<file path="src/rtl/core/owtr_pkg.sv">
package owtr_pkg;

  localparam int CfgIndexWidth = 3;
  localparam int CfgDataWidth  = 10;
  localparam int CountWidth    = 10;

  // register indexes on the configuration port
  localparam logic [CfgIndexWidth-1:0] REG_RESET_LOW     = 3'd0;
  localparam logic [CfgIndexWidth-1:0] REG_PRESENCE_WAIT = 3'd1;
  localparam logic [CfgIndexWidth-1:0] REG_PRESENCE_TAIL = 3'd2;
  localparam logic [CfgIndexWidth-1:0] REG_SLOT          = 3'd3;
  localparam logic [CfgIndexWidth-1:0] REG_RECOVERY      = 3'd4;
  localparam logic [CfgIndexWidth-1:0] REG_READ_SAMPLE   = 3'd5;
  localparam logic [CfgIndexWidth-1:0] REG_READ_TAIL     = 3'd6;

  localparam logic [7:0] CMD_SKIP_ROM   = 8'hCC;
  localparam logic [7:0] CMD_CONVERT    = 8'h44;
  localparam logic [7:0] CMD_READ_SCRAT = 8'hBE;

  typedef enum logic [3:0] {
    PH_IDLE      = 4'd0,
    PH_RST_LOW   = 4'd1,
    PH_PRES_WAIT = 4'd2,
    PH_PRES_TAIL = 4'd3,
    PH_WR_SLOT   = 4'd4,
    PH_WR_REC    = 4'd5,
    PH_RD_LOW    = 4'd6,
    PH_RD_SAMPLE = 4'd7,
    PH_RD_TAIL   = 4'd8
  } phase_t;

  // command byte sent at each write step of the sequence
  function automatic logic [7:0] cmd_byte(input logic [1:0] step);
    logic [7:0] b;
    case (step)
      2'd0:    b = CMD_SKIP_ROM;
      2'd1:    b = CMD_CONVERT;
      2'd2:    b = CMD_SKIP_ROM;
      default: b = CMD_READ_SCRAT;
    endcase
    return b;
  endfunction

endpackage

</file>
<file path="src/rtl/core/one_wire_temperature_reader.sv">
// a result is registered into the output register when its item is accepted
// one item per cycle unless the output stalls; the bus sequencer updates on every accepted item
// and the output register frees itself in the same cycle it is taken
// reset (rst, synchronous): sequencer idle, counters and reading cleared,
// timing registers back to their defaults, no result pending
module one_wire_temperature_reader (
  input  logic                                   clk,
  input  logic                                   rst,
  input  logic                                   in_valid,
  output logic                                   in_stall,
  input  logic                                   start_req,
  input  logic                                   us_strobe,
  input  logic                                   line_level,
  output logic                                   out_valid,
  input  logic                                   out_stall,
  output logic                                   drive_low,
  output logic                                   busy_res,
  output logic                                   done_res,
  output logic                                   no_device,
  output logic signed [15:0]                     temperature,
  input  logic                                   cfg_valid,
  output logic                                   cfg_ready,
  input  logic [owtr_pkg::CfgIndexWidth-1:0]     cfg_index,
  input  logic [owtr_pkg::CfgDataWidth-1:0]      cfg_data
);

  logic [9:0] reset_low_us;
  logic [7:0] presence_wait_us;
  logic [9:0] presence_tail_us;
  logic [7:0] slot_us;
  logic [3:0] recovery_us;
  logic [3:0] read_sample_us;
  logic [7:0] read_tail_us;

  owtr_pkg::phase_t phase, phase_next;
  logic [2:0]  byte_step, byte_step_next;
  logic [2:0]  bit_count, bit_count_next;
  logic [owtr_pkg::CountWidth-1:0] us_count, us_count_next;
  logic [15:0] shift_word, shift_word_next;
  logic [15:0] last_reading, last_reading_next;
  logic        error_flag, error_flag_next;
  logic        done, drive;

  logic [owtr_pkg::CountWidth-1:0] count_inc;
  logic [owtr_pkg::CountWidth-1:0] target;
  logic        wait_hit;
  logic [7:0]  cur_byte;
  logic        in_accept;

  assign cfg_ready = 1'b1;
  assign in_stall  = out_valid & out_stall;
  assign in_accept = in_valid & ~in_stall;

  always_ff @(posedge clk) begin
    if (rst) begin
      reset_low_us     <= 10'd480;
      presence_wait_us <= 8'd60;
      presence_tail_us <= 10'd240;
      slot_us          <= 8'd60;
      recovery_us      <= 4'd1;
      read_sample_us   <= 4'd1;
      read_tail_us     <= 8'd61;
    end else if (cfg_valid) begin
      case (cfg_index)
        owtr_pkg::REG_RESET_LOW:     reset_low_us     <= cfg_data[9:0];
        owtr_pkg::REG_PRESENCE_WAIT: presence_wait_us <= cfg_data[7:0];
        owtr_pkg::REG_PRESENCE_TAIL: presence_tail_us <= cfg_data[9:0];
        owtr_pkg::REG_SLOT:          slot_us          <= cfg_data[7:0];
        owtr_pkg::REG_RECOVERY:      recovery_us      <= cfg_data[3:0];
        owtr_pkg::REG_READ_SAMPLE:   read_sample_us   <= cfg_data[3:0];
        owtr_pkg::REG_READ_TAIL:     read_tail_us     <= cfg_data[7:0];
        default: ;
      endcase
    end
  end

  // timing target of the wait running in the current phase
  always_comb begin
    case (phase)
      owtr_pkg::PH_RST_LOW:   target = reset_low_us;
      owtr_pkg::PH_PRES_WAIT: target = {2'b00, presence_wait_us};
      owtr_pkg::PH_PRES_TAIL: target = presence_tail_us;
      owtr_pkg::PH_WR_SLOT:   target = {2'b00, slot_us};
      owtr_pkg::PH_WR_REC:    target = {6'd0, recovery_us};
      owtr_pkg::PH_RD_LOW:    target = {6'd0, read_sample_us};
      owtr_pkg::PH_RD_TAIL:   target = {2'b00, read_tail_us};
      default:                target = '0;
    endcase
  end

  assign count_inc = us_count + 1'b1;
  // a zero target ends on the first strobe
  assign wait_hit  = us_strobe & (count_inc >= target);

  always_comb begin
    phase_next        = phase;
    byte_step_next    = byte_step;
    bit_count_next    = bit_count;
    us_count_next     = us_count;
    shift_word_next   = shift_word;
    last_reading_next = last_reading;
    error_flag_next   = error_flag;
    done              = 1'b0;

    if (us_strobe && phase != owtr_pkg::PH_IDLE && phase != owtr_pkg::PH_RD_SAMPLE) begin
      us_count_next = wait_hit ? '0 : count_inc;
    end

    case (phase)
      owtr_pkg::PH_RST_LOW: begin
        if (wait_hit) phase_next = owtr_pkg::PH_PRES_WAIT;
      end
      owtr_pkg::PH_PRES_WAIT: begin
        if (wait_hit) begin
          if (line_level) begin
            error_flag_next = 1'b1;
            done            = 1'b1;
            phase_next      = owtr_pkg::PH_IDLE;
          end else begin
            phase_next = owtr_pkg::PH_PRES_TAIL;
          end
        end
      end
      owtr_pkg::PH_PRES_TAIL: begin
        if (wait_hit) begin
          phase_next     = owtr_pkg::PH_WR_SLOT;
          bit_count_next = '0;
        end
      end
      owtr_pkg::PH_WR_SLOT: begin
        if (wait_hit) phase_next = owtr_pkg::PH_WR_REC;
      end
      owtr_pkg::PH_WR_REC: begin
        if (wait_hit) begin
          bit_count_next = bit_count + 1'b1;
          phase_next     = owtr_pkg::PH_WR_SLOT;
          if (bit_count == 3'd7) begin
            byte_step_next = byte_step + 1'b1;
            if (byte_step_next == 3'd2) phase_next = owtr_pkg::PH_RST_LOW;
            else if (byte_step_next >= 3'd4) phase_next = owtr_pkg::PH_RD_LOW;
          end
        end
      end
      owtr_pkg::PH_RD_LOW: begin
        if (wait_hit) phase_next = owtr_pkg::PH_RD_SAMPLE;
      end
      owtr_pkg::PH_RD_SAMPLE: begin
        shift_word_next = shift_word | (16'(line_level) << {byte_step[0], bit_count});
        us_count_next   = '0;
        phase_next      = owtr_pkg::PH_RD_TAIL;
      end
      owtr_pkg::PH_RD_TAIL: begin
        if (wait_hit) begin
          bit_count_next = bit_count + 1'b1;
          phase_next     = owtr_pkg::PH_RD_LOW;
          if (bit_count == 3'd7) begin
            byte_step_next = byte_step + 1'b1;
            if (byte_step_next >= 3'd6) begin
              last_reading_next = shift_word;
              error_flag_next   = 1'b0;
              done              = 1'b1;
              phase_next        = owtr_pkg::PH_IDLE;
            end
          end
        end
      end
      default: begin
        phase_next = owtr_pkg::PH_IDLE;
        if (start_req) begin
          phase_next      = owtr_pkg::PH_RST_LOW;
          byte_step_next  = '0;
          bit_count_next  = '0;
          us_count_next   = '0;
          shift_word_next = '0;
        end
      end
    endcase
  end

  assign cur_byte = owtr_pkg::cmd_byte(byte_step_next[1:0]);

  // line drive reflects the state after this step
  always_comb begin
    case (phase_next)
      owtr_pkg::PH_RST_LOW, owtr_pkg::PH_RD_LOW: drive = 1'b1;
      owtr_pkg::PH_WR_SLOT: drive = ~cur_byte[bit_count_next] | (us_count_next == '0);
      default: drive = 1'b0;
    endcase
  end

  always_ff @(posedge clk) begin
    if (rst) begin
      phase        <= owtr_pkg::PH_IDLE;
      byte_step    <= '0;
      bit_count    <= '0;
      us_count     <= '0;
      shift_word   <= '0;
      last_reading <= '0;
      error_flag   <= 1'b0;
    end else if (in_accept) begin
      phase        <= phase_next;
      byte_step    <= byte_step_next;
      bit_count    <= bit_count_next;
      us_count     <= us_count_next;
      shift_word   <= shift_word_next;
      last_reading <= last_reading_next;
      error_flag   <= error_flag_next;
    end
  end

  // output register, refilled on every accepted item
  always_ff @(posedge clk) begin
    if (rst) begin
      out_valid <= 1'b0;
    end else if (in_accept) begin
      out_valid <= 1'b1;
    end else if (!out_stall) begin
      out_valid <= 1'b0;
    end
  end

  always_ff @(posedge clk) begin
    if (in_accept) begin
      drive_low   <= drive;
      busy_res    <= (phase_next != owtr_pkg::PH_IDLE);
      done_res    <= done;
      no_device   <= error_flag_next;
      temperature <= signed'(last_reading_next);
    end
  end

  a_done_not_busy: assert property (@(posedge clk) disable iff (rst)
    out_valid && done_res |-> !busy_res)
    else $error("done pulse while still busy");

  a_drive_busy: assert property (@(posedge clk) disable iff (rst)
    out_valid && drive_low |-> busy_res)
    else $error("bus driven low outside a sequence");

  a_idle_clean: assert property (@(posedge clk) disable iff (rst)
    phase == owtr_pkg::PH_IDLE |-> us_count == '0 && bit_count == '0)
    else $error("counters not cleared in idle");

  a_read_only_after_cmds: assert property (@(posedge clk) disable iff (rst)
    phase == owtr_pkg::PH_RD_LOW || phase == owtr_pkg::PH_RD_SAMPLE
      || phase == owtr_pkg::PH_RD_TAIL |-> byte_step >= 3'd4 && byte_step <= 3'd5)
    else $error("read slot outside the read bytes");

  a_temp_on_done: assert property (@(posedge clk) disable iff (rst)
    in_accept && !done |=> last_reading == $past(last_reading))
    else $error("reading changed without a completed sequence");

endmodule
</file>
<file path="config.mk">
export PLATFORM = sky130hd
export DESIGN_NAME = one_wire_temperature_reader
export DESIGN_NICKNAME = d
export VERILOG_FILES = /design/src/rtl/core/owtr_pkg.sv /design/src/rtl/core/one_wire_temperature_reader.sv
export SDC_FILE = /design/constraint.sdc
export NUM_CORES = 1
export LEC_CHECK = 0
export CELL_PAD_IN_SITES_DETAIL_PLACEMENT = 0
export CELL_PAD_IN_SITES_GLOBAL_PLACEMENT = 1
export CORE_UTILIZATION = 44
export DETAILED_ROUTE_END_ITERATION = 8
export DONT_BUFFER_PORTS = 1
export PLACE_DENSITY = 0.82
export SLEW_MARGIN = 15
export SYNTH_ARGS = -nofsm -noshare
export SYNTH_HDL_FRONTEND = slang
export SYNTH_SLANG_ARGS = --single-unit
</file>
<file path="constraint.sdc">
create_clock -name clk -period 4.5 [get_ports clk]
set_input_delay 0.225 -clock clk [delete_from_list [all_inputs] [get_ports clk]]
set_output_delay 0.225 -clock clk [all_outputs]
set_load 0.05 [all_outputs]
</file>
; After elaboration in Yosys (flattened, before gate mapping)
; Cells that the tools add are included.
[word_totals]
regBits = 126
output_inout_bits = 23
word_cells = 139
[op_classes]
addsub = 3
order_cmp = 4
n_eq_ne = 25
shifts = 1
mux = 52
bitwise_logic = 9
reduce_logical = 24
[ops]
columns = op, n
row1 = 16-bit two-way mux, 5
row2 = 10-bit case mux with 7 select lines, 1
row3 = 16-bit case mux with 2 select lines, 1
row4 = 4-bit case mux with 8 select lines, 1
row5 = 10-bit two-way mux, 3
row6 = 3-bit two-way mux, 10
row7 = 4-bit two-way mux, 7
row8 = 4-bit by 3-bit equality test with 1-bit output (second input constant), 6
row9 = 10-bit case mux with 2 select lines, 1
row10 = 16-bit OR, 1
row11 = 8-bit case mux with 2 select lines, 1
row12 = 1-bit by 4-bit << shifter with 16-bit output, 1
row13 = 1-bit two-way mux, 14
row14 = 2-bit AND reduction, 7
row15 = 3-bit equality test (second input constant), 4
row16 = 10-bit by 1-bit adder with 10-bit output (second input constant), 1
row17 = 10-bit greater-or-equal comparator, 1
row18 = 10-bit zero test, 1
row19 = 3-bit by 2-bit equality test with 1-bit output (second input constant), 3
row20 = 3-bit case mux with 3 select lines, 1
row21 = 4-bit by 1-bit equality test with 1-bit output (second input constant), 2
row22 = 4-bit by 2-bit equality test with 1-bit output (second input constant), 2
row23 = 4-bit nonzero test, 2
row24 = 7-bit OR reduction, 1
row25 = other kinds (25), 41

; Longest topological paths before layout
; Gate-level depths: netlist (run 1).
[depth]
word_depth = 14
ltp_mapped = 23

; Worst setup path after synthesis (run 1)
; Ideal clock, no wire load.
[synth_timing]
kind = register to register
from = register phase[1]
to = register drive_low, data pin
setup_time_ns = 0.152
arrival_time_ns = 4.188
slack_ns = 0.160
path_stages_with_launch = 22
n_path_buf = 2
synth_period_minus_slack_ns = 4.340
cell_sequence = dfxtp_1 buf_2 nand2b_1 nor3_1 a222oi_1 inv_1 a221oi_1 ha_1 nand4_1 o31a_1 a21oi_2 buf_2 inv_1 ha_1 nor2_1 mux2i_1 o221ai_1 a22oi_1 o21ai_0 a21boi_0 o221ai_1 a31oi_1
[synth_between]
elab_chain_cells = 14
[synth_rtl]
columns = element, line_no
row1 = from (decl), one_wire_temperature_reader.sv:35  ; owtr_pkg::phase_t phase, phase_next;
row2 = from (signal assigned), one_wire_temperature_reader.sv:193  ; phase <= owtr_pkg::PH_IDLE;
row3 = from (signal assigned), one_wire_temperature_reader.sv:201  ; phase <= phase_next;
row4 = 4-bit equality test (tied with other cells), "one_wire_temperature_reader.sv:79, one_wire_temperature_reader.sv:109"
row5 = 10-bit case mux with 7 select lines, one_wire_temperature_reader.sv:79  ; case (phase)
row6 = 10-bit greater-or-equal comparator, one_wire_temperature_reader.sv:93  ; assign wait_hit = us_strobe & (count_inc >= target);
row7 = 1-bit AND, one_wire_temperature_reader.sv:93
row8 = 3-bit two-way mux, one_wire_temperature_reader.sv:153  ; if (wait_hit) begin
row9 = 3-bit case mux with 2 select lines, one_wire_temperature_reader.sv:109  ; case (phase)
row10 = 2-bit equality test / 2-bit zero test (equally long branches), owtr_pkg.sv:35  ; case (step)
row11 = 2-bit OR reduction (no line), n/a
row12 = 8-bit case mux with 2 select lines, owtr_pkg.sv:35
row13 = 1-bit binary-select mux with 3-bit select, one_wire_temperature_reader.sv:186  ; owtr_pkg::PH_WR_SLOT: drive = ~cur_byte[bit_count_next] | (us_count_next == '0);
row14 = 1-bit two-way mux (not written as such), one_wire_temperature_reader.sv:186
row15 = 1-bit inverter, one_wire_temperature_reader.sv:186
row16 = 1-bit OR, one_wire_temperature_reader.sv:186
row17 = 1-bit case mux with 2 select lines *, one_wire_temperature_reader.sv:184  ; case (phase_next)
row18 = via drive, one_wire_temperature_reader.sv:42  ; logic done, drive;
row19 = to (signal assigned), one_wire_temperature_reader.sv:224  ; drive_low <= drive;
row20 = to (decl), one_wire_temperature_reader.sv:16  ; output logic drive_low,
; Mark *: on every way through the listed nets, which the timed path passes. The rest lies on a longest branch. The select of a mux whose other input is x is not followed.
; A chain may end at the register's enable or synchronous reset.

; Final worst setup path (run 1)
[layout_timing]
from = register phase[2]
to = register drive_low, data pin
; The elaborated chain is that of the path after synthesis.

==> results of run 1 <==
## area by class of cell
class,count,area (sq um)
fill,1272,6300
multi-input combinational,542,3190
sequential,126,2720
clock buffer,23,478
timing repair buffer,34,305
tap,176,220
clock inverter,9,134
inverter,13,48.8
## what timing repair did
item | 4_1_cts | 5_1_grt
hold endpoints to repair | 90 | 0
setup endpoints to repair | 0 | 1
setup buffers | 0 | 2
hold buffers | 13 | 0
resized for setup | 0 | 2
## worst max-delay path, delay by kind of cell, from the launching register on
family / cells / cell delay [ps]
AOI/OAI and AO/OA: 11 / 2450
adders and majority gates: 2 / 440
and+or+nand+nor: 3 / 390
DFF: 1 / 380
buffers and inverters: 2 / 310
muxes: 1 / 70
## cell families after synthesis
group / synth area share, %
adders and majority gates: 3.27
and+or+nand+nor: 24.4
other: 0.0612
xor gates and xnor gates: 1.43
buffers and inverters: 3.66
muxes: 5.41
AOI/OAI and AO/OA: 17.3
DFF: 44.5
## sequential cells by signal (all words and copies together), names as in the netlist, 3 cells and up
register,count
us_count,10
read_sample_us,4
shift_word,16
last_reading,16
temperature,16
phase,4
slot_us,8
bit_count,3
recovery_us,4
reset_low_us,10
presence_tail_us,10
presence_wait_us,8
read_tail_us,8
byte_step,3
## metal layers
metal  track usage [%]  routed length (microns)  part of all wire [%]  up-vias
li1                  -                        -                     -     2592
met1              33.2                     7930                    48     2554
met2              35.4                     7250                    44      138
met3              6.23                      901                   5.5       27
met4              9.14                      272                   1.7        0
met5                 0                        0                     0        -
## cell usage after synthesis (6+ instances only)
cell type    n  share of area (%)
a211o_1      7                1.0
a211oi_1    11                1.3
a21oi_1     55                4.5
a22oi_1     13                1.6
a31oi_1     10                1.0
buf_1        6               0.37
buf_2        8               0.65
clkbuf_1    28                1.7
dfxtp_1    106                 35
edfxtp_1    20                9.8
ha_1        16                3.3
inv_1       12               0.74
mux2_2      17                3.1
mux2i_1     14                2.3
nand2_1    104                6.4
nand2b_1     8               0.82
nand3_1     14                1.1
nand3b_1    21                2.6
nor2_1     105                6.4
nor2b_1     12                1.2
nor3_1      32                2.6
o21ai_0     17                1.4
xor2_1       6               0.86
## worst paths after layout
kind	endpoint	cells after the start	slack, ps
worst min-delay path	read_sample_us[0]	3	50
worst max-delay path	drive_low	19	310
worst min register to register	presence_tail_us[1]	2	460
worst max register to register	drive_low	19	310
## stage by stage
stage,setup slack [ps],power [uW],utilization (%),cells
6_report,307,3060,53.0,923
5_1_grt,19.4,3170,53.0,923
4_1_cts,148,3070,52.8,921
3_5_place_dp,179,1630,47.1,876
3_3_place_gp,251,1620,47.1,876
2_1_floorplan,160,1540,-,724
## power breakdown
part | internal, uW | total (uW) | switching, uW
Sequential | 1200 | 1280 | 83.5
Clock | 916 | 1420 | 500
Combinational | 138 | 363 | 224
==> run metrics, run 1 <==
status=complete, no violations; Area growth, synth to finish=15.9%; commonest cells after routing, fill and taps aside=dfxtp_1, nor2_1, nand2_1; yosys warns=0; Mean Syn Cell Area=8.46 sq um; TritonCTS Buffers=17; cell count after synthesis=724; syn nets=761; Clock transition at path regs=60 ps; I/O Buffers=0; setup TNS=0 ps; Residual DRC=0; commonest non-fill, non-tap cell in the layout=dfxtp_1; initial core utilization=45.7%; CP Max Fanout=15; num rows=42; Post-DP Area=0.00632 sq mm; worst path cell trace=buf_4, nor2_1, and2_1, a22o_1, a2111oi_0, ha_1, a21oi_1, o31a_1, a21oi_2, inv_1, ha_1, nor2_1, mux2i_1, o221ai_1, a22oi_1, o21ai_1, a21boi_0, o221ai_1, a31oi_1; clk_skew=7.18 ps; Hold Vio Cnt, Final=0; H-tree depth=4; Critical Path Start=phase[2]; buffer levels on the longest clock path=2; Critical Path RT=4770 ps; RSZ-0062 raised after global routing=false; via count=5311; CP startpoint kind=register; clk root buf=clkbuf_16; CTS tree=built; min Tclk post-route=4190 ps; n_diodes=0; GP Congestion=0.918; maxcap violations=0; final WL=16.4 mm; Ports=44; Crit-path slowest cell=a2111oi_0; first-pass GRT wire length=26.4 mm; Routed WL per cell=17.7 microns; fin crit share=93.2%; hold slack=50.0 ps; die width=120 microns; Worst R2R Start=phase[2]; ys async rst share=0%; Design Area, Final=0.00710 sq mm; synthesized flop and latch total=126; ys flop type=dfxtp_1; Post-synth EDFFs=20; Leak=0.00280 uW; kind of critical path=reg -> reg; register area share after synthesis=44.5%; Final Setup Violations=0; synth unique cells=63; Crit path arrival time=4460 ps; Peak VDD IR=238 uV; Pwr per Cell Area=431 mW/mm^2; Clk Latency, worst-skew pair=420 ps; DRT antenna net count=0; worst hold path type=in -> reg; vias in the first global route=4994; grt total ovfl=0; Cell Area, Synth=0.00612 sq mm; die area=0.0144 sq mm; Initial DRC Count=371; largest net degree at the start of global routing=91; GRT Total Usage=24.0%; Layout Nets=771; Vias/cell=5.75; fmax=238 MHz; Max Slew Vio Count=0; initial antenna violation count=0; Worst setup EP type=register; slew margin rel.=22.0%; Hold Crit Start=cfg_data[0]; worst slew pin tran=1160 ps; CTS sink cnt=126; share of cells above drive strength 1=10.7%; Core Box Area=0.0134 sq mm; CP peak stage delay=580 ps; first drt pass iteration count=5; die height=120 microns; dpl hpwl=11.3 mm
Power figures use the tool's default switching activity.
==> run 2: changes to the inputs <==
- CORE_UTILIZATION: 44 -> 52
- PLACE_DENSITY: 0.82 -> 0.91
- clock period: 4.5 -> 5.35 ns (I/O delays scaled with it)
==> run 2 against run 1 <==
Compared with the run above: non-clock buffer count is 14 lower; critical path depth unchanged; critical endpoint unchanged; combinational power shrank 24%; critical path type unchanged; cell count fell by 5.1%; flip-flop and latch count stayed put; highest routed layer unchanged; largest cell class unchanged.
==> run metrics, run 2 (synthesis results as in run 1) <==
first-pass GRT wire length=25.9 mm; n_diodes=0; Hold Vio Cnt, Final=0; buffer levels on the longest clock path=2; Max Slew Vio Count=0; H-tree depth=4; min Tclk post-route=4930 ps; hold depth=2; CP peak stage delay=670 ps; commonest non-fill, non-tap cell in the layout=dfxtp_1; maxcap violations=0; R2R depth=19; dpl hpwl=10.6 mm; commonest cells after routing, fill and taps aside=dfxtp_1, nor2_1, nand2_1; worst slew pin tran=1160 ps; die height=111 microns; Layout Nets=757; Worst Hold Path EP=recovery_us[1]; fmax=203 MHz; worst path cell trace=nand2b_1, nor2_1, and2_1, a22o_1, a2111oi_0, ha_1, a21oi_1, o31a_1, a21oi_2, inv_1, ha_1, nor2_1, mux2i_1, o221ai_1, a22oi_1, o21ai_0, a21boi_0, o221ai_1, a31oi_1; CTS tree=built; Initial DRC Count=362; kind of critical path=reg -> reg; share of cells above drive strength 1=9.14%; Hold Crit Start=cfg_data[1]; Final Util=60.5%; Worst setup EP type=register; clk root buf=clkbuf_16; vias in the first global route=4889; switching power=666 uW; die width=111 microns; grt total ovfl=0; R2R Setup Slk=420 ps; via count=5236; Worst Path Buf+Inv=1; CTS sink cnt=126; Area growth, synth to finish=13.3%; Worst R2R Start=phase[3]; Vias/cell=5.98; Net Sw Frac=26.6%; final WL=15.7 mm; Largest regs=last_reading x16, shift_word x16, temperature x16; fin crit share=92.2%; largest net degree at the start of global routing=90; first drt pass iteration count=5; Seq pwr share=43.3%; FF-to-FF End=drive_low; Critical Path RT=5610 ps; num rows=39; Leak=0.00272 uW; CP startpoint kind=register; Crit-path slowest cell=dfxtp_1; CP Max Fanout=17; Clk pwr share=45.7%; die area=0.0122 sq mm; Total Power=2510 uW; initial core utilization=53.4%; Residual DRC=0; worst hold path type=in -> reg; Pint=1840 uW; Crit path arrival time=5190 ps; RSZ-0062 raised after global routing=false; Peak VDD IR=243 uV; CP delay by family, top=compound AO/OA/AOI/OAI gates; GRT Total Usage=26.6%; Clk Latency, worst-skew pair=420 ps; Comb power frac=11.0%; Core Box Area=0.0115 sq mm; clk_skew=6.55 ps; I/O Buffers=0; Ports=44; initial antenna violation count=0; status=complete, no violations; Final Setup Violations=0; TritonCTS Buffers=17; Routed WL per cell=17.9 microns; Clock transition at path regs=60 ps; slew margin rel.=22.6%; setup TNS=0 ps; Post-CTS Setup Inserts=0; GP Congestion=0.900; Pwr per Cell Area=362 mW/mm^2; DRT antenna net count=0
==> run 2: final cells by class <==
cell class / count / area [sq um]
clock buffers: 25 / 527
repair buffers: 20 / 200
well taps: 143 / 179
inverters: 13 / 48.8
fillers: 976 / 4530
flip-flops and latches: 126 / 2720
clock inverters: 7 / 73.8
multi-input cells: 542 / 3190
==> run 2: timing repair <==
item                                    in CTS  in global routing
hold endpoints to repair                    89                  0
resized for setup                            0                  1
hold buffers                                13                  0
endpoints found under the setup margin       0                  1
==> run 2: worst max-delay path by stage <==
stage | startpoint | depth (start not counted) | endpoint | slack (ps)
after global placement | phase[2] | 19 | drive_low | 720
final | phase[3] | 19 | drive_low | 420
after global routing | phase[2] | 21 | drive_low | 1
after floorplan | phase[1] | 21 | drive_low | 1010
after CTS | phase[2] | 19 | drive_low | 430
after detailed placement | phase[2] | 19 | drive_low | 470
==> run 2: metal layers <==
metal	global-route usage, %	vias up	wire length (microns)
li1	-	2575	-
met4	8.18	0	206
met1	38.4	2472	7470
met3	5.43	19	903
met5	0	-	0
met2	39.8	170	7140
==> run 2: metrics by stage <==
step / area [sq um] / hold slack (ps) / worst slack (ps) / cells
2_1_floorplan: 6120 / 385 / 1010 / 724
3_3_place_gp: 6190 / 350 / 719 / 831
3_5_place_dp: 6190 / 347 / 465 / 831
4_1_cts: 6930 / 0.831 / 431 / 876
5_1_grt: 6940 / 8.16 / 1.37 / 876
6_report: 6940 / 5.84 / 418 / 876
==> run 2: power by group through the flow <==
stage                     Combinational [uW]  Sequential [uW]  Clock, uW
after floorplan                          213             1090          0
after global placement                   242             1100          0
after CTS                                274             1080       1160
after detailed placement                 249             1110          0
after global routing                     310             1090       1210
final                                    277             1090       1150
==> run 3: changes to the inputs <==
- CORE_UTILIZATION: 52 -> 44
- PLACE_DENSITY: 0.91 -> 0.82
- clock period: 5.35 -> 4.2 ns (I/O delays scaled with it)
==> run 3 against run 2 <==
Compared with the run above: highest routed layer unchanged; worst setup slack got worse by 200 ps; cell count rose by 5.9%; sequential power rose by 26%; hold slack improved by 10 ps; flip-flop and latch count did not move; clock-buffer cell count fell by 3; critical path depth fell by 2; via count rose by 1.6%; sequential share of layout area fell by 0.90 points; utilization fell by 7.4 points; clock skew fell by 0.68 ps.
==> run metrics, run 3 (synthesis results as in run 1) <==
hold slack=16.2 ps; first drt pass iteration count=5; die area=0.0144 sq mm; Pwr per Cell Area=433 mW/mm^2; CP startpoint kind=register; Initial DRC Count=387; Clock transition at path regs=60 ps; maxcap violations=0; commonest cells after routing, fill and taps aside=nor2_1, nand2_1, dfxtp_1; Worst setup EP type=register; fin crit share=94.9%; Ports=44; Vias/cell=5.73; DRT antenna net count=0; initial core utilization=45.7%; die width=120 microns; vias in the first global route=5037; Final Setup Violations=0; worst slew pin tran=1190 ps; kind of critical path=reg -> reg; share of cells above drive strength 1=13.0%; Peak VDD IR=272 uV; GRT Total Usage=22.9%; initial antenna violation count=0; via count=5319; H-tree depth=4; clk root buf=clkbuf_16; clk_skew=5.87 ps; Area growth, synth to finish=16.2%; Residual DRC=0; dpl cells=883; num rows=42; I/O Buffers=0; Clk Latency, worst-skew pair=420 ps; slew margin rel.=20.0%; Final WS setup=213 ps; dpl hpwl=10.9 mm; Crit path arrival time=4250 ps; CTS tree=built; GP Congestion=0.864; Post-Layout Cell Count=928; status=complete, no violations; Largest regs=last_reading x16, shift_word x16, temperature x16; Hold Vio Cnt, Final=0; Core Box Area=0.0134 sq mm; n_diodes=0; CTS sink cnt=126; Max Slew Vio Count=0; grt total ovfl=0; fmax=251 MHz; die height=120 microns; final WL=15.7 mm; min Tclk post-route=3990 ps; pre-CTS setup slack=-96.3 ps; # fillers=1258; worst hold path type=in -> reg; Routed WL per cell=17.0 microns; TritonCTS Buffers=17; setup TNS=0 ps; buffer levels on the longest clock path=2; Layout Nets=776; Critical Path RT=4460 ps; CP Max Fanout=17; Leak=0.00279 uW; first-pass GRT wire length=25.9 mm; largest net degree at the start of global routing=91
run 3: cell types whose count changed in the layout (fill, tap and decap cells not counted), moves of 2 or more:
cell        previous run  this run
a221oi_1               5         3
a221oi_2               0         2
buf_4                  7        27
clkbuf_8               5         2
clkinv_2               2         5
clkinvlp_4             1         3
dfxtp_1              106       104
nand2b_1               8         6
run 3: where the power goes:
part	internal (uW)	switching (uW)
logic	154	240
registers	1280	90.9
clock network	780	532
total	2220	863
run 3: final cells by class:
class / count / area, sq um / share of cell area (%)
timing repair buffer: 39 / 340 / 4.78
inverter: 13 / 48.8 / 0.686
tap: 176 / 220 / 3.10
sequential: 126 / 2730 / 38.3
multi-input combinational: 542 / 3250 / 45.7
clock buffer: 22 / 464 / 6.52
clock inverter: 10 / 65.1 / 0.915
run 3: worst paths after layout:
| path | from | end | slack (ps) | cells past startpoint |
|---|---|---|---|---|
| worst max-delay path | phase[3] | drive_low | 210 | 17 |
| worst min-delay path | cfg_data[0] | read_sample_us[0] | 20 | 3 |
| worst max register to register | phase[3] | drive_low | 210 | 17 |
| worst min register to register | error_flag | error_flag | 460 | 2 |
run 3: repair_timing:
item / 4_1_cts / 5_1_grt
hold buffers: 12 / 0
hold endpoints to repair: 90 / 0
setup buffers: 0 / 1
resized for setup: 2 / 14
pin swaps: 0 / 4
endpoints found under the setup margin: 1 / 2
run 3: critical path: stages (launching register included):
cell and delay, ps:
dfxtp_1 360, nand2b_4 160, nor3_1 60, buf_4 190
a222oi_1 350, inv_1 90, a221oi_2 200, ha_1 290
a211o_1 270, a21oi_2 140, o31a_1 220, a21oi_4 70
buf_4 200, a311o_1 360, a21oi_1 200, o21ai_0 190
mux2_2 320, a31oi_1 160
run 3: through the flow:
| step | utilization (%) | power [uW] | area [sq um] |
|---|---|---|---|
| floorplan | - | 1660 | 6140 |
| global placement | 47.6 | 1740 | 6380 |
| detailed placement | 47.6 | 1750 | 6380 |
| CTS | 52.7 | 3090 | 7060 |
| global route | 53.1 | 3200 | 7110 |
| finish | 53.1 | 3080 | 7110 |
run 3: per-layer routing:
metal / wire length [microns] / vias to the layer above / track usage [%]
met5: 0 / - / 0
met4: 219 / 0 / 7.89
met3: 806 / 19 / 5.04
met2: 7130 / 140 / 35.1
met1: 7600 / 2549 / 31.7
li1: - / 2611 / -
